<file path="config.mk">
export PLATFORM = sky130hd
export DESIGN_NAME = integer_text_parser
export DESIGN_NICKNAME = d
export VERILOG_FILES = /design/src/sv/itp_pkg.sv /design/src/sv/itp_step.sv /design/src/sv/itp_result.sv /design/src/sv/integer_text_parser.sv
export SDC_FILE = /design/constraint.sdc
export NUM_CORES = 1
export LEC_CHECK = 0
export CORE_UTILIZATION = 50
export DETAILED_ROUTE_END_ITERATION = 10
export DONT_BUFFER_PORTS = 1
export HOLD_SLACK_MARGIN = 0.03
export SYNTH_ARGS = -nofsm -noshare
export SYNTH_HDL_FRONTEND = slang
export SYNTH_SLANG_ARGS = --single-unit
</file>
<file path="constraint.sdc">
create_clock -name clk -period 12.77 [get_ports clk]
set_input_delay 3.831 -clock clk [delete_from_list [all_inputs] [get_ports clk]]
set_output_delay 3.831 -clock clk [all_outputs]
set_load 0.1 [all_outputs]
</file>
<file path="src/sv/itp_pkg.sv">
`default_nettype none
// ----------------------------------------------------------------------------
// itp_pkg: shared types and constants for the integer text parser
// Character classes, parse phases, register map and the control state
// struct passed between the parser modules.
// ----------------------------------------------------------------------------
package itp_pkg;

  localparam int unsigned CHAR_W  = 8;
  localparam int unsigned RADIX_W = 6;
  localparam int unsigned SIZE_W  = 2;
  localparam int unsigned VALUE_W = 64;
  localparam int unsigned CFG_DW  = 32;
  localparam int unsigned CFG_AW  = 4;

  localparam logic [CHAR_W-1:0] CH_MINUS  = 8'h2D;
  localparam logic [CHAR_W-1:0] CH_PLUS   = 8'h2B;
  localparam logic [CHAR_W-1:0] CH_WS_LO  = 8'd9;
  localparam logic [CHAR_W-1:0] CH_WS_HI  = 8'd13;
  localparam logic [CHAR_W-1:0] CH_ZERO   = 8'h30;
  localparam logic [CHAR_W-1:0] CH_NINE   = 8'h39;
  localparam logic [CHAR_W-1:0] CH_LC_A   = 8'h61;
  localparam logic [CHAR_W-1:0] CH_LC_Z   = 8'h7A;
  localparam logic [CHAR_W-1:0] CH_UC_A   = 8'h41;
  localparam logic [CHAR_W-1:0] CH_UC_Z   = 8'h5A;
  localparam logic [CHAR_W-1:0] LETTER_BASE = 8'd10;

  localparam logic [RADIX_W-1:0] RADIX_MIN   = 6'd2;
  localparam logic [RADIX_W-1:0] RADIX_MAX   = 6'd36;
  localparam logic [RADIX_W-1:0] RADIX_RESET = 6'd10;
  localparam logic               SIGNED_RESET = 1'b1;
  localparam logic [SIZE_W-1:0]  SIZE_RESET   = 2'd3;

  typedef enum logic [1:0] {
    REG_RADIX  = 2'd0,
    REG_SIGNED = 2'd1,
    REG_SIZE   = 2'd2,
    REG_NONE   = 2'd3
  } reg_idx_t;

  typedef enum logic [SIZE_W-1:0] {
    SIZE_8  = 2'd0,
    SIZE_16 = 2'd1,
    SIZE_32 = 2'd2,
    SIZE_64 = 2'd3
  } size_t;

  typedef enum logic [1:0] {
    PH_LEAD  = 2'd0,
    PH_SIGN  = 2'd1,
    PH_DIGIT = 2'd2,
    PH_TRAIL = 2'd3
  } phase_t;

  typedef struct packed {
    phase_t phase;
    logic   failed;
    logic   minus;
  } ctrl_t;

  typedef struct packed {
    logic               hit;
    logic [RADIX_W-1:0] val;
  } digit_t;

  function automatic digit_t digit_of(input logic [CHAR_W-1:0] c);
    digit_t d;
    logic [CHAR_W-1:0] v;
    d.hit = 1'b1;
    v     = '0;
    if (c >= CH_ZERO && c <= CH_NINE) begin
      v = c - CH_ZERO;
    end else if (c >= CH_LC_A && c <= CH_LC_Z) begin
      v = c - CH_LC_A + LETTER_BASE;
    end else if (c >= CH_UC_A && c <= CH_UC_Z) begin
      v = c - CH_UC_A + LETTER_BASE;
    end else begin
      d.hit = 1'b0;
    end
    d.val = v[RADIX_W-1:0];
    return d;
  endfunction

endpackage
`default_nettype wire

</file>
<file path="src/sv/itp_step.sv">
`default_nettype none
// ----------------------------------------------------------------------------
// itp_step: next parse state for one character
// Classifies the character, runs the phase rules and folds a digit into
// the magnitude with an overflow check against the accumulator limit.
// ----------------------------------------------------------------------------
module itp_step #(
  parameter int unsigned ACC_WIDTH = 64
) (
  input  wire itp_pkg::ctrl_t                 st,
  input  wire logic [ACC_WIDTH-1:0]           mag,
  input  wire logic [itp_pkg::CHAR_W-1:0]     ch,
  input  wire logic [itp_pkg::RADIX_W-1:0]    radix,
  input  wire logic                           signed_mode,
  output itp_pkg::ctrl_t                      st_nxt,
  output logic [ACC_WIDTH-1:0]                mag_nxt
);

  localparam int unsigned PW = ACC_WIDTH + itp_pkg::RADIX_W;
  localparam logic [ACC_WIDTH-1:0] UMAX = {ACC_WIDTH{1'b1}};

  itp_pkg::digit_t      dig;
  logic                 d_ok;
  logic                 is_ws;
  logic [ACC_WIDTH-1:0] lim;
  logic [PW-1:0]        prod;
  logic [PW-1:0]        sum;
  logic                 ovf;

  assign dig   = itp_pkg::digit_of(ch);
  assign d_ok  = dig.hit && (dig.val < radix);
  assign is_ws = ch inside {[itp_pkg::CH_WS_LO:itp_pkg::CH_WS_HI]};
  assign lim   = signed_mode ? ((UMAX >> 1) + ACC_WIDTH'(st.minus)) : UMAX;
  assign prod  = PW'(mag) * PW'(radix);
  assign sum   = prod + PW'(dig.val);
  assign ovf   = sum > PW'(lim);

  always_comb begin
    st_nxt  = st;
    mag_nxt = mag;
    if (!st.failed) begin
      case (st.phase)
        itp_pkg::PH_LEAD: begin
          if (is_ws) begin
            st_nxt = st;
          end else if (ch == itp_pkg::CH_MINUS && signed_mode) begin
            st_nxt.minus = 1'b1;
            st_nxt.phase = itp_pkg::PH_SIGN;
          end else if (ch == itp_pkg::CH_PLUS) begin
            st_nxt.phase = itp_pkg::PH_SIGN;
          end else if (d_ok) begin
            if (ovf) begin
              st_nxt.failed = 1'b1;
            end else begin
              mag_nxt      = sum[ACC_WIDTH-1:0];
              st_nxt.phase = itp_pkg::PH_DIGIT;
            end
          end else begin
            st_nxt.failed = 1'b1;
          end
        end
        itp_pkg::PH_SIGN, itp_pkg::PH_DIGIT: begin
          if (d_ok) begin
            if (ovf) begin
              st_nxt.failed = 1'b1;
            end else begin
              mag_nxt      = sum[ACC_WIDTH-1:0];
              st_nxt.phase = itp_pkg::PH_DIGIT;
            end
          end else if (is_ws && st.phase == itp_pkg::PH_DIGIT) begin
            st_nxt.phase = itp_pkg::PH_TRAIL;
          end else begin
            st_nxt.failed = 1'b1;
          end
        end
        default: begin
          if (!is_ws) begin
            st_nxt.failed = 1'b1;
          end
        end
      endcase
    end
  end

endmodule
`default_nettype wire

</file>
<file path="src/sv/itp_result.sv">
`default_nettype none
// ----------------------------------------------------------------------------
// itp_result: end-of-string check
// Validates the final phase, sign mode, accumulator limit and target width,
// and forms the two's complement value or zero on failure.
// ----------------------------------------------------------------------------
module itp_result #(
  parameter int unsigned ACC_WIDTH = 64
) (
  input  wire itp_pkg::ctrl_t                 st,
  input  wire logic [ACC_WIDTH-1:0]           mag,
  input  wire logic                           signed_mode,
  input  wire logic [itp_pkg::SIZE_W-1:0]     result_size,
  output logic [itp_pkg::VALUE_W-1:0]         value,
  output logic                                ok
);

  localparam int unsigned VW = itp_pkg::VALUE_W;
  localparam logic [ACC_WIDTH-1:0] UMAX = {ACC_WIDTH{1'b1}};

  logic [ACC_WIDTH-1:0] acc_lim;
  logic [VW-1:0]        m64;
  logic [VW-1:0]        neg_add;
  logic                 fits;

  assign acc_lim = signed_mode ? ((UMAX >> 1) + ACC_WIDTH'(st.minus)) : UMAX;
  assign m64     = VW'(mag);
  assign neg_add = VW'(st.minus);

  always_comb begin
    case (itp_pkg::size_t'(result_size))
      itp_pkg::SIZE_8:
        fits = signed_mode ? (m64 <= VW'(8'h7F) + neg_add) : (m64 <= VW'(8'hFF));
      itp_pkg::SIZE_16:
        fits = signed_mode ? (m64 <= VW'(16'h7FFF) + neg_add) : (m64 <= VW'(16'hFFFF));
      itp_pkg::SIZE_32:
        fits = signed_mode ? (m64 <= VW'(32'h7FFF_FFFF) + neg_add)
                           : (m64 <= VW'(32'hFFFF_FFFF));
      default:
        fits = 1'b1;
    endcase
  end

  assign ok = !st.failed
           && (st.phase == itp_pkg::PH_DIGIT || st.phase == itp_pkg::PH_TRAIL)
           && !(st.minus && !signed_mode)
           && (mag <= acc_lim)
           && fits;

  assign value = !ok ? '0 : (st.minus ? (VW'(0) - m64) : m64);

endmodule
`default_nettype wire

</file>
<file path="src/sv/integer_text_parser.sv">
`default_nettype none
// ----------------------------------------------------------------------------
// integer_text_parser: radix integer parser for a character stream
// Takes one character per transfer, ends a string on a tlast transfer (whose
// character is ignored) and returns the parsed 64-bit value with an ok flag.
// ----------------------------------------------------------------------------
//  channel  | direction | carries
//  in_*     | slave     | tdata[7:0] character, tlast end of string
//  out_*    | master    | tdata[63:0] parsed value, tuser[0] ok flag
//  cfg_*    | APB       | 0x0 radix, 0x4 signed mode, 0x8 result size
//
//  One character per cycle when no result stalls; the accumulate step (one
//  narrow multiply-add and compare) sits between input and state registers.
//  The tlast transfer passes the input register, then the result register.
//  Reset restores radix 10, signed mode, 64-bit size and an empty string.
//  A stalled result holds the tlast and what follows; earlier characters flow.
// ----------------------------------------------------------------------------
module integer_text_parser #(
  parameter int unsigned ACC_WIDTH = 64
) (
  input  wire logic                           clk,
  input  wire logic                           rst_n,
  input  wire logic                           in_tvalid,
  output logic                                in_tready,
  input  wire logic [7:0]                     in_tdata,    // [7:0] character
  input  wire logic                           in_tlast,
  output logic                                out_tvalid,
  input  wire logic                           out_tready,
  output logic [63:0]                         out_tdata,   // [63:0] parsed_value
  output logic [0:0]                          out_tuser,   // [0] parse_ok
  input  wire logic                           cfg_psel,
  input  wire logic                           cfg_penable,
  input  wire logic                           cfg_pwrite,
  input  wire logic [itp_pkg::CFG_AW-1:0]     cfg_paddr,
  input  wire logic [itp_pkg::CFG_DW-1:0]     cfg_pwdata,
  output logic [itp_pkg::CFG_DW-1:0]          cfg_prdata,
  output logic                                cfg_pready
);

  localparam itp_pkg::ctrl_t CTRL_CLEAR = '{phase: itp_pkg::PH_LEAD,
                                            failed: 1'b0, minus: 1'b0};

  logic [itp_pkg::RADIX_W-1:0] radix_r;
  logic                        signed_r;
  logic [itp_pkg::SIZE_W-1:0]  size_r;
  logic [itp_pkg::RADIX_W-1:0] radix_eff;
  itp_pkg::reg_idx_t           reg_idx;
  logic                        cfg_wr;

  logic                        s1_valid_r;
  logic [itp_pkg::CHAR_W-1:0]  s1_char_r;
  logic                        s1_end_r;
  logic                        s1_adv;

  itp_pkg::ctrl_t              st_r;
  itp_pkg::ctrl_t              st_step;
  logic [ACC_WIDTH-1:0]        mag_r;
  logic [ACC_WIDTH-1:0]        mag_step;

  logic                        out_valid_r;
  logic [itp_pkg::VALUE_W-1:0] out_value_r;
  logic                        out_ok_r;
  logic [itp_pkg::VALUE_W-1:0] res_value;
  logic                        res_ok;

  // configuration
  assign cfg_pready = 1'b1;
  assign reg_idx    = itp_pkg::reg_idx_t'(cfg_paddr[3:2]);
  assign cfg_wr     = cfg_psel && cfg_penable && cfg_pwrite && cfg_pready;

  always_ff @(posedge clk) begin
    if (!rst_n) begin
      radix_r  <= itp_pkg::RADIX_RESET;
      signed_r <= itp_pkg::SIGNED_RESET;
      size_r   <= itp_pkg::SIZE_RESET;
    end else if (cfg_wr) begin
      case (reg_idx)
        itp_pkg::REG_RADIX:  radix_r  <= cfg_pwdata[itp_pkg::RADIX_W-1:0];
        itp_pkg::REG_SIGNED: signed_r <= cfg_pwdata[0];
        itp_pkg::REG_SIZE:   size_r   <= cfg_pwdata[itp_pkg::SIZE_W-1:0];
        default: ;
      endcase
    end
  end

  always_comb begin
    case (reg_idx)
      itp_pkg::REG_RADIX:  cfg_prdata = itp_pkg::CFG_DW'(radix_r);
      itp_pkg::REG_SIGNED: cfg_prdata = itp_pkg::CFG_DW'(signed_r);
      itp_pkg::REG_SIZE:   cfg_prdata = itp_pkg::CFG_DW'(size_r);
      default:             cfg_prdata = '0;
    endcase
  end

  assign radix_eff = (radix_r < itp_pkg::RADIX_MIN) ? itp_pkg::RADIX_MIN :
                     (radix_r > itp_pkg::RADIX_MAX) ? itp_pkg::RADIX_MAX : radix_r;

  // input register
  assign s1_adv    = !s1_end_r || !out_valid_r || out_tready;
  assign in_tready = !s1_valid_r || s1_adv;

  always_ff @(posedge clk) begin
    if (!rst_n) begin
      s1_valid_r <= 1'b0;
    end else if (in_tready) begin
      s1_valid_r <= in_tvalid;
    end
  end

  always_ff @(posedge clk) begin
    if (in_tready && in_tvalid) begin
      s1_char_r <= in_tdata;
      s1_end_r  <= in_tlast;
    end
  end

  // parse state
  itp_step #(.ACC_WIDTH(ACC_WIDTH)) u_step (
    .st          (st_r),
    .mag         (mag_r),
    .ch          (s1_char_r),
    .radix       (radix_eff),
    .signed_mode (signed_r),
    .st_nxt      (st_step),
    .mag_nxt     (mag_step)
  );

  itp_result #(.ACC_WIDTH(ACC_WIDTH)) u_result (
    .st          (st_r),
    .mag         (mag_r),
    .signed_mode (signed_r),
    .result_size (size_r),
    .value       (res_value),
    .ok          (res_ok)
  );

  always_ff @(posedge clk) begin
    if (!rst_n) begin
      st_r  <= CTRL_CLEAR;
      mag_r <= '0;
    end else if (s1_valid_r && s1_adv) begin
      if (s1_end_r) begin
        st_r  <= CTRL_CLEAR;
        mag_r <= '0;
      end else begin
        st_r  <= st_step;
        mag_r <= mag_step;
      end
    end
  end

  // result register
  always_ff @(posedge clk) begin
    if (!rst_n) begin
      out_valid_r <= 1'b0;
    end else if (s1_valid_r && s1_adv && s1_end_r) begin
      out_valid_r <= 1'b1;
    end else if (out_tready) begin
      out_valid_r <= 1'b0;
    end
  end

  always_ff @(posedge clk) begin
    if (s1_valid_r && s1_adv && s1_end_r) begin
      out_value_r <= res_value;
      out_ok_r    <= res_ok;
    end
  end

  assign out_tvalid = out_valid_r;
  assign out_tdata  = out_value_r;
  assign out_tuser  = out_ok_r;

endmodule
`default_nettype wire

</file>
* After elaboration in Yosys (flattened, before gate mapping)
Cells that the tools add are included.
Operators by class: add/sub/neg operators 11, multiply operators 1, divide/modulo/power cells 0, order comparisons 19, equality and inequality tests 16, shifts and indexed selects 0, muxes and demuxes 44, bitwise operators 0, reduce and logical (&&, ||, !) cells 41
Operator list (count):
- two-way mux 64 bit | 9
- <= comparator 64 bit | 4
- case mux 64 bit (2 select lines) | 1
- adder 70 x 6 -> 70 bit | 1
- > comparator 70 x 64 -> 1 bit | 1
- multiplier 64 x 6 -> 70 bit | 1
- adder 63 x 1 -> 64 bit, first input constant | 1
- <= comparator 64 x 16 -> 1 bit, second input constant | 1
- <= comparator 64 x 32 -> 1 bit, second input constant | 1
- <= comparator 64 x 8 -> 1 bit, second input constant | 1
- subtractor 1 x 64 -> 64 bit, first input constant | 1
- adder 31 x 1 -> 32 bit, first input constant | 1
- two-way mux 6 bit | 5
- case mux 6 bit (3 select lines) | 1
- logical AND 1 bit | 17
- adder 15 x 1 -> 16 bit, first input constant | 1
- == test 8 x 6 -> 1 bit, second input constant | 2
- >= comparator 8 x 7 -> 1 bit, second input constant | 2
- <= comparator 8 x 7 -> 1 bit, second input constant | 2
- two-way mux 1 bit | 16
- adder 6 x 4 -> 6 bit, second input constant | 2
- two-way mux 4 bit | 3
- AND reduction 6 bit | 2
- subtractor 6 bit, second input constant | 2
- other kinds (28) | 54
Word-level totals: bits in registers 153, latch bits 0, RAM bits 0, memory bits (read-only) 0, bits of input ports 52, word-level logic and storage cells 145, memories kept 0

* Logic depth before layout (Yosys ltp)
Gate-level depths: netlist (run 1).
word-level depth 15, mapped depth 36, mapped depth without buffers 33

* Hierarchy
Synthesis (run 1) repeated with hierarchy kept, for this count alone.
Second synthesis, totals: cells, all modules 3085, area, all modules 25774.7 sq um
By module, submodules not included:
- itp_step | instances 1, cells each 2186, area an instance 16646.0 sq um, seq. area each 0.0 sq um
- integer_text_parser | instances 1, cells each 331, area an instance 5103.6 sq um, seq. area each 3803.6 sq um
- itp_result | instances 1, cells each 568, area an instance 4025.1 sq um, seq. area each 0.0 sq um

* Worst setup path after synthesis (run 1)
Ideal clock, no wire load.
kind input -> output, from in cfg_paddr[2] in the netlist's numbering, to out cfg_prdata[0] in the netlist's numbering, arrival 6.256 ns, slack 2.683 ns, stages 3, buffers on the path 1, cell sequence clkbuf_1 mux2i_1 o21ai_0
Between the ends: cells in the longest elaborated chain, start to end 2, elaborated cells on any way between the ends 4, those cells by class eq/ne (2); mux (1); reduce/logical (1)
RTL lines:
- start, declared | RTL line integer_text_parser.sv:34 | input wire logic [itp_pkg::CFG_AW-1:0] cfg_paddr,
- == test 2 bit (tied with other cells) | RTL line integer_text_parser.sv:87 | case (reg_idx)
- case mux 6 bit (3 select lines) * | RTL line integer_text_parser.sv:87
- end, declared | RTL line integer_text_parser.sv:36 | output logic [itp_pkg::CFG_DW-1:0] cfg_prdata,
Mark *: on every way between the ends. The rest lies on a longest branch, timed or not.

* Worst setup path in the final report (run 1)
from reg radix_r[5] in the netlist's numbering, to reg mag_r[7]
Between the ends: cells in the longest elaborated chain, start to end 14, elaborated cells on any way between the ends 17, those cells by class add/sub (1); mul (1); order compare (4); mux (10); reduce/logical (1)
RTL lines:
- start, declared | RTL line integer_text_parser.sv:43 | logic [itp_pkg::RADIX_W-1:0] radix_r;
- start signal, assigned | RTL line integer_text_parser.sv:73 | radix_r <= itp_pkg::RADIX_RESET;
- start signal, assigned | RTL line integer_text_parser.sv:78 | itp_pkg::REG_RADIX: radix_r <= cfg_pwdata[itp_pkg::RADIX_W-1:0];
- > comparator 6 bit | RTL line integer_text_parser.sv:96 | (radix_r > itp_pkg::RADIX_MAX) ? itp_pkg::RADIX_MAX : radix_r;
- two-way mux 6 bit | RTL line integer_text_parser.sv:96
- two-way mux 6 bit * | RTL line integer_text_parser.sv:95 | assign radix_eff = (radix_r < itp_pkg::RADIX_MIN) ? itp_pkg::RADIX_MIN :
- multiplier 64 x 6 -> 70 bit | RTL line itp_step.sv:34 | assign prod = PW'(mag) * PW'(radix);
- adder 70 x 6 -> 70 bit | RTL line itp_step.sv:35 | assign sum = prod + PW'(dig.val);
- > comparator 70 x 64 -> 1 bit | RTL line itp_step.sv:36 | assign ovf = sum > PW'(lim);
- two-way mux 64 bit | RTL line itp_step.sv:52, itp_step.sv:64
- two-way mux 64 bit * | RTL line itp_step.sv:51 | end else if (d_ok) begin
- two-way mux 64 bit | RTL line itp_step.sv:49 | end else if (ch == itp_pkg::CH_PLUS) begin
- two-way mux 64 bit | RTL line itp_step.sv:46 | end else if (ch == itp_pkg::CH_MINUS && signed_mode) begin
- two-way mux 64 bit | RTL line itp_step.sv:44 | if (is_ws) begin
- case mux 64 bit (2 select lines) * | RTL line itp_step.sv:42 | case (st.phase)
- two-way mux 64 bit * | RTL line itp_step.sv:41 | if (!st.failed) begin
- two-way mux 64 bit * | RTL line integer_text_parser.sv:142 | if (s1_end_r) begin
- end signal, assigned | RTL line integer_text_parser.sv:147 | mag_r <= mag_step;
- end, declared | RTL line integer_text_parser.sv:57 | logic [ACC_WIDTH-1:0] mag_r;
Mark *: on every way between the ends. The rest lies on a longest branch, timed or not. The select of a mux whose other input is x is not followed. A chain may end at the register's enable or synchronous reset.

==> impl_summary.txt, run 1 <==
----------------------------------------------------
[Logic synthesis]
  Number of distinct standard cells referenced by the synthesized netlist ... 85
  Number of enable flip-flop cells after synthesis ... 74
  Sequential element share of the synthesized area ... 0.153
  Mean Syn Cell Area ... 8.77 um^2
  Library cell with the highest instance count after synthesis ... ha_1
  Asr flop ratio synth ... 0
  Count of state elements after synthesis ... 153
  Dominant register cell in the synthesized netlist ... dfxtp_1
  Portion of synthesized cell area occupied by the leading cell type ... 0.202
  Synth cell count leaders ... 325 x ha_1, 313 x nand2_1, 252 x fa_1
  Area of the mapped netlist ... 0.0249 mm^2
  Most area-hungry cell type in the Yosys netlist ... fa_1
  Synthesized netlist cell count ... 2843
  Main area contributors after synthesis ... fa_1 20%, ha_1 16%, edfxtp_1 8.9%
  Warnings from Yosys ... 0

[Timing]
  Slew @ Worst Pin ... 1090 ps
  Max-slew headroom ... 0.272
  Final setup skew ... 11.2 ps
  Fin crit share ... 0.875
  Max Slew Vio Count ... 0
  Max Clk Rate ... 0.0895 GHz
  Final hold violation count ... 0
  Fin crit period ... 11170 ps
  Number of setup violations in the final report ... 0
  Setup TNS after final layout ... 0 ps
  Unrepaired setup endpoints after global routing ... false

[CTS]
  Resized Gates After CTS ... 0
  Clock Pin Slew Worst Setup and Hold Paths ... 70 ps
  Number of CTS-inserted buffers ... 17
  Number of buffers added to fix hold violations after cts ... 0
  Root buffer selected by CTS ... clkbuf_16
  Post-CTS setup buffer count ... 0
  Clk sinks ... 153
  Largest buffer count on any clock path ... 2
  Clock tree from TritonCTS ... built
  Maximum level of the CTS H-tree ... 4
  Worst-Skew Late Latency ... 490 ps

[Detailed routing]
  DRC violation count after routing ... 0
  Total number of vias ... 20600
  Vias per cell ... 6.09
  Detail-routed net length per standard cell ... 21.7 um
  1st-iter DRT viols ... 1587
  Total length of routed wires ... 73.4 mm
  Count of antenna-violating nets left after detailed routing ... 0
  Number of detailed-routing iterations run before antenna repair ... 6

[Final layout]
  Ratio of cells with drive above 1 in the final layout ... 0.0538
  Antenna diode instance count ... 0
  Number of filler cells placed in the layout ... 4686
  Multi-input combinational cell area ... 0.0195 mm^2
  Area used by sequential logic in the layout ... 0.00381 mm^2
  Number of nets in the layout ... 3332
  Area grow syn2layout ... 3.31%
  Non-filler cells, final ... 3380
  Post-layout util ... 0.525
  Post-layout instance area ... 0.0257 mm^2

[Place]
  Total placed instance area ... 0.0252 mm^2
  Count of port buffers added during placement ... 0
  Cell total after placement ... 3348
  Detailed placer's ending HPWL ... 55.7 mm
  Final weighted congestion in routability-driven placement ... 0.929

[GRT]
  GRT Resource Usage Total ... 0.300
  Number of antenna violations at the first check in global routing ... 2
  Overflow left after global routing ... 0
  Wire length of the first global-routing pass ... 117 mm
  Vias in the first global route ... 20800
  Pin count of the biggest net entering global routing ... 85

[Floorplan]
  Die boundary width ... 225 um
  Area of the die ... 0.0507 mm^2
  Die Ht ... 225 um
  Num ports ... 152
  Core ar. ... 0.0491 mm^2
  Number of standard-cell rows in the floorplan ... 81
  Initial Util ... 0.508

[Power]
  NetSw ... 369 uW
  Cell-internal power ... 787 uW
  P_leak ... 0.0129 uW
  Fraction of power consumed by combinational cells ... 0.088
  Switching Share ... 0.319
  Seq pwr share ... 0.480
  Clk network pwr share ... 0.432
  Ratio of total power to cell area ... 44.9 mW/mm^2
  Peak supply drop ... 0.0000752 V

[Worst setup path]
  Startpoint types ... flop
  Crit path top cell by count ... inv_1
  Critical-path top delay cell ... a2111oi_0
  Delay of the slowest cell on the worst path ... 840 ps
  Worst Path Class, Setup ... reg -> reg
  Buf/Inv on CP ... 9
  Required time of the critical path ... 13150 ps
  Highest net fanout along the worst path ... 69
  Largest delay share family, worst path ... compound AO/OA/AOI/OAI gates
  Crit. End Element ... flop
  Arrival time of data at the critical path endpoint ... 11550 ps

[Run]
  Max-cap violations ... 0

[Hold path]
  Class of the most critical hold timing path ... reg -> reg

[Run status]
  Run status ... finished clean

----------------------------------------------------
[cell families (layout without fill, tap and decap cells)]
group                    count (synthesis)  after routing  synth area share
buffers and inverters                  426            274            0.0704
multiplexers                            15             15           0.00612
other                                    2             27          0.000301
AO/OA/AOI/OAI                          569            569             0.150
adder cells (fa/ha/maj)                578            578             0.366
AND/OR/NAND/NOR                        971            971             0.209
XOR/XNOR                               129            129            0.0453
flip-flops                             153            153             0.153
[final cells by class]
class                           instances  area share
Clock buffer                           17      0.0165
Clock inverter                         15     0.00462
Timing Repair Buffer                   23     0.00787
Multi-Input combinational cell       2289       0.759
Inverter                              219      0.0321
Sequential cell                       153       0.148
Tap cell                              664      0.0323
[cell usage in the layout (no fill, tap or decap), drive strengths merged, types with 7 or more instances in the layout]
master and instances:
o21bai 9, a21boi 8, nand2 313, o21a 18, o21ai 131, nor2 111, and4 8, o41ai 12
a21oi 157, a21o 47, and2 201, nand3b 7, dfxtp 79, xnor2 46, conb 27, and3 39
or4 15, nor4 23, fa 252, a211oi 15, mux2i 13, or2 11, nand2b 15, clkinv 7
edfxtp 74, o31ai 22, a22oi 8, a22o 64, nand3 28, clkbuf 18, o211ai 16, xor2 83
buf 22, or3 14, ha 325, nor2b 15, inv 222, nand4 66, nor3 94
[final timing paths]
kind | cells past startpoint | slack [ps] | startpoint | end
min | 2 | 540 | radix_r[3] | radix_r[3]
max | 36 | 1600 | radix_r[5] | mag_r[7]
max reg2reg | 36 | 1600 | radix_r[5] | mag_r[7]
min reg2reg | 2 | 540 | radix_r[3] | radix_r[3]
[per-layer routing]
metal  global-route usage  share of wire
met4               0.0843          0.021
met1                0.429           0.46
met2                0.467           0.45
met5                    0              0
met3               0.0489          0.064
[worst min-delay path, cell delays in order, from the launching register on]
cell     delay, ps
dfxtp_1        370
mux2i_1         90
nand2_1         60
[power groups by stage]
stage	Clock [uW]	Sequential, uW	Combinational [uW]
after global routing	526	556	108
after detailed placement	0	566	101
after floorplan	0	563	89.7
after CTS	507	555	101
final	499	555	101
after global placement	0	566	99.4
[registers in the layout (all words and copies together) (netlist names)]
name	cells
mag_r	64
out_tdata	64
s1_char_r	8
radix_r	6
st_r	4
size_r	2
out_tuser	1
out_tvalid	1
s1_end_r	1
s1_valid_r	1
signed_r	1
[per-stage QoR]
step	hold slack [ps]	setup slack, ps	total power (uW)
5_1_grt	595	1120	1190
3_3_place_gp	524	1960	665
6_report	541	1600	1160
4_1_cts	547	1710	1160
3_5_place_dp	527	1760	667
2_1_floorplan	466	2680	653
(Power assumes the default switching activity.)
==> run 2: changes to the inputs <==
- CTS_BUF_LIST: not set -> sky130_fd_sc_hd__clkbuf_4
- CTS_CLUSTER_DIAMETER: not set -> 120
==> run 2 against run 1 <==
Critical path depth did not move. Cell count barely moved. Clock skew rose by 26 ps. Critical endpoint is now mag_r[15]. Worst hold slack improved by 17 ps. Routed wire length fell by 0.21%. Sequential power barely moved. Worst setup slack got worse by 4.9 ps. Global-route usage barely moved. Count of clock-buffer cells in the layout did not move. Largest power group unchanged. Via count rose by 0.13%. Non-clock buffer count did not move.
==> impl_summary.txt, run 2 (same netlist as run 1, synthesis figures left out) <==
----------------------------------------------------
[Detailed routing]
  Routed wl met3 ... 4.55 mm
  Total routed wire length on the met1 layer ... 34.2 mm
  Total length of routed wires ... 73.3 mm
  1st-iter DRT viols ... 1456
  Detail-routed net length per standard cell ... 21.7 um
  Count of antenna-violating nets left after detailed routing ... 0
  Routed length on met2 ... 33.0 mm
  DRC violation count after routing ... 0
  Vias per cell ... 6.10
  Number of detailed-routing iterations run before antenna repair ... 5
  Uppermost metal layer occupied by signal nets ... met4
  Total number of vias ... 20600

[Timing]
  Setup TNS after final layout ... 0 ps
  Final hold violation count ... 0
  Max Clk Rate ... 0.0895 GHz
  Fin crit period ... 11170 ps
  Slew @ Worst Pin ... 1090 ps
  Number of setup violations in the final report ... 0
  Unrepaired setup endpoints after global routing ... false
  Fin crit share ... 0.875
  Max Slew Vio Count ... 0
  Final setup skew ... 37.3 ps
  Max-slew headroom ... 0.272

[Floorplan]
  Core ar. ... 0.0491 mm^2
  Area of the die ... 0.0507 mm^2
  Initial Util ... 0.508
  Number of standard-cell rows in the floorplan ... 81
  Num ports ... 152
  Die boundary width ... 225 um
  Die Ht ... 225 um

[GRT]
  Vias in the first global route ... 20800
  Wire length of the first global-routing pass ... 117 mm
  Overflow left after global routing ... 0
  Number of antenna violations at the first check in global routing ... 4
  Pin count of the biggest net entering global routing ... 85
  GRT Resource Usage Total ... 0.300

[Power]
  Ratio of total power to cell area ... 37.8 mW/mm^2
  Fraction of power consumed by combinational cells ... 0.105
  Cell-internal power ... 616 uW
  Peak supply drop ... 0.0000750 V
  Clk network pwr share ... 0.318
  P_leak ... 0.0128 uW
  NetSw ... 346 uW
  Switching Share ... 0.360
  Seq pwr share ... 0.577

[CTS]
  Clock Pin Slew Worst Setup and Hold Paths ... 160 ps
  Clk sinks ... 153
  Resized Gates After CTS ... 0
  Worst-Skew Late Latency ... 770 ps
  Clock tree from TritonCTS ... built
  Number of buffers added to fix hold violations after cts ... 0
  Root buffer selected by CTS ... clkbuf_4
  Number of CTS-inserted buffers ... 17
  Largest buffer count on any clock path ... 2
  Maximum level of the CTS H-tree ... 4
  Post-CTS setup buffer count ... 0

[Hold path]
  Startpoint of the most critical hold path ... st_r[2]
  Hold path depth ... 2
  Hold endpoint ... st_r[2]
  Class of the most critical hold timing path ... reg -> reg

[Final layout]
  Ratio of cells with drive above 1 in the final layout ... 0.0538
  Commonest non-fill, non-tap cell in the layout ... ha_1
  Post-layout instance area ... 0.0255 mm^2
  Post-layout util ... 0.519
  Area grow syn2layout ... 2.12%
  Top library cells by usage in the layout, fill and taps aside ... 325 x ha_1, 313 x nand2_1, 252 x fa_1
  Number of filler cells placed in the layout ... 4723
  Number of nets in the layout ... 3332

[Worst setup path]
  Crit path top cell by count ... inv_1
  Highest net fanout along the worst path ... 69
  Required time of the critical path ... 13430 ps
  Reg2Reg Setup Slack ... 1600 ps
  Worst Path Class, Setup ... reg -> reg
  Startpoint types ... flop
  Delay of the slowest cell on the worst path ... 830 ps
  Endpoint of the most critical register-to-register path ... mag_r[15]
  Critical-path top delay cell ... a2111oi_0
  R2r worst-path depth ... 36
  Arrival time of data at the critical path endpoint ... 11840 ps
  Beginning of the worst register-to-register path ... radix_r[5]
  Crit. End Element ... flop

[Run]
  Max-cap violations ... 0

[Place]
  Count of port buffers added during placement ... 0
  Detailed placer's ending HPWL ... 55.7 mm
  Final weighted congestion in routability-driven placement ... 0.929
  Total placed instance area ... 0.0252 mm^2

[Run status]
  Run status ... finished clean

----------------------------------------------------
==> run 2: cell types whose count changed in the layout (fill, tap and decap cells not counted), sizes merged <==
cell / before / now
diode: 0 / 1
==> run 2: layout make-up <==
cell class	count	area (um^2)	area share
multi-input cells	2289	19500	0.768
clock buffers	17	128	0.00501
flip-flops and latches	153	3810	0.150
inverters	219	826	0.0324
diodes	1	2.50	0.0000983
repair buffers	23	203	0.00796
clock inverters	15	119	0.00467
well taps	664	831	0.0326
==> run 2: through the flow <==
stage               instances  hold WS (ps)  setup WS (ps)  power, uW
floorplan                2868           466           2680        653
global placement         3348           524           1960        665
detailed placement       3348           527           1760        667
CTS                      3380           565           1700        974
global route             3381           614           1100        995
finish                   3381           558           1600        962
==> run 2: power by group through the flow <==
stage / combinational [uW] / clock, uW / sequential (uW)
final: 101 / 306 / 555
after detailed placement: 101 / 0 / 566
after global placement: 99.4 / 0 / 566
after global routing: 108 / 331 / 557
after floorplan: 89.7 / 0 / 563
after CTS: 101 / 317 / 555
==> run 2: worst max path at each step <==
stage | from | to | slack [ps] | cells past startpoint
global placement | radix_r[5] | mag_r[35] | 1960 | 36
global route | radix_r[5] | mag_r[14] | 1100 | 36
finish | radix_r[5] | mag_r[15] | 1600 | 36
detailed placement | radix_r[5] | mag_r[7] | 1760 | 36
CTS | radix_r[5] | mag_r[7] | 1700 | 36
floorplan | cfg_paddr[2] | cfg_prdata[0] | 2680 | 3
==> run 2: critical path, delay by kind of cell (launching register included) <==
kind / cells / cell delay, ps
and+or+nand+nor: 7 / 1790
AOI/OAI and AO/OA: 13 / 4400
adders and majority gates: 6 / 2340
xor gates and xnor gates: 1 / 280
buffers and inverters: 9 / 1820
DFF: 1 / 350
==> run 2: layer usage <==
metal | GRT usage | vias up
li1 | - | 9528
met1 | 0.427 | 10300
met2 | 0.468 | 705
met3 | 0.0505 | 94
met4 | 0.0816 | 0
met5 | 0 | -
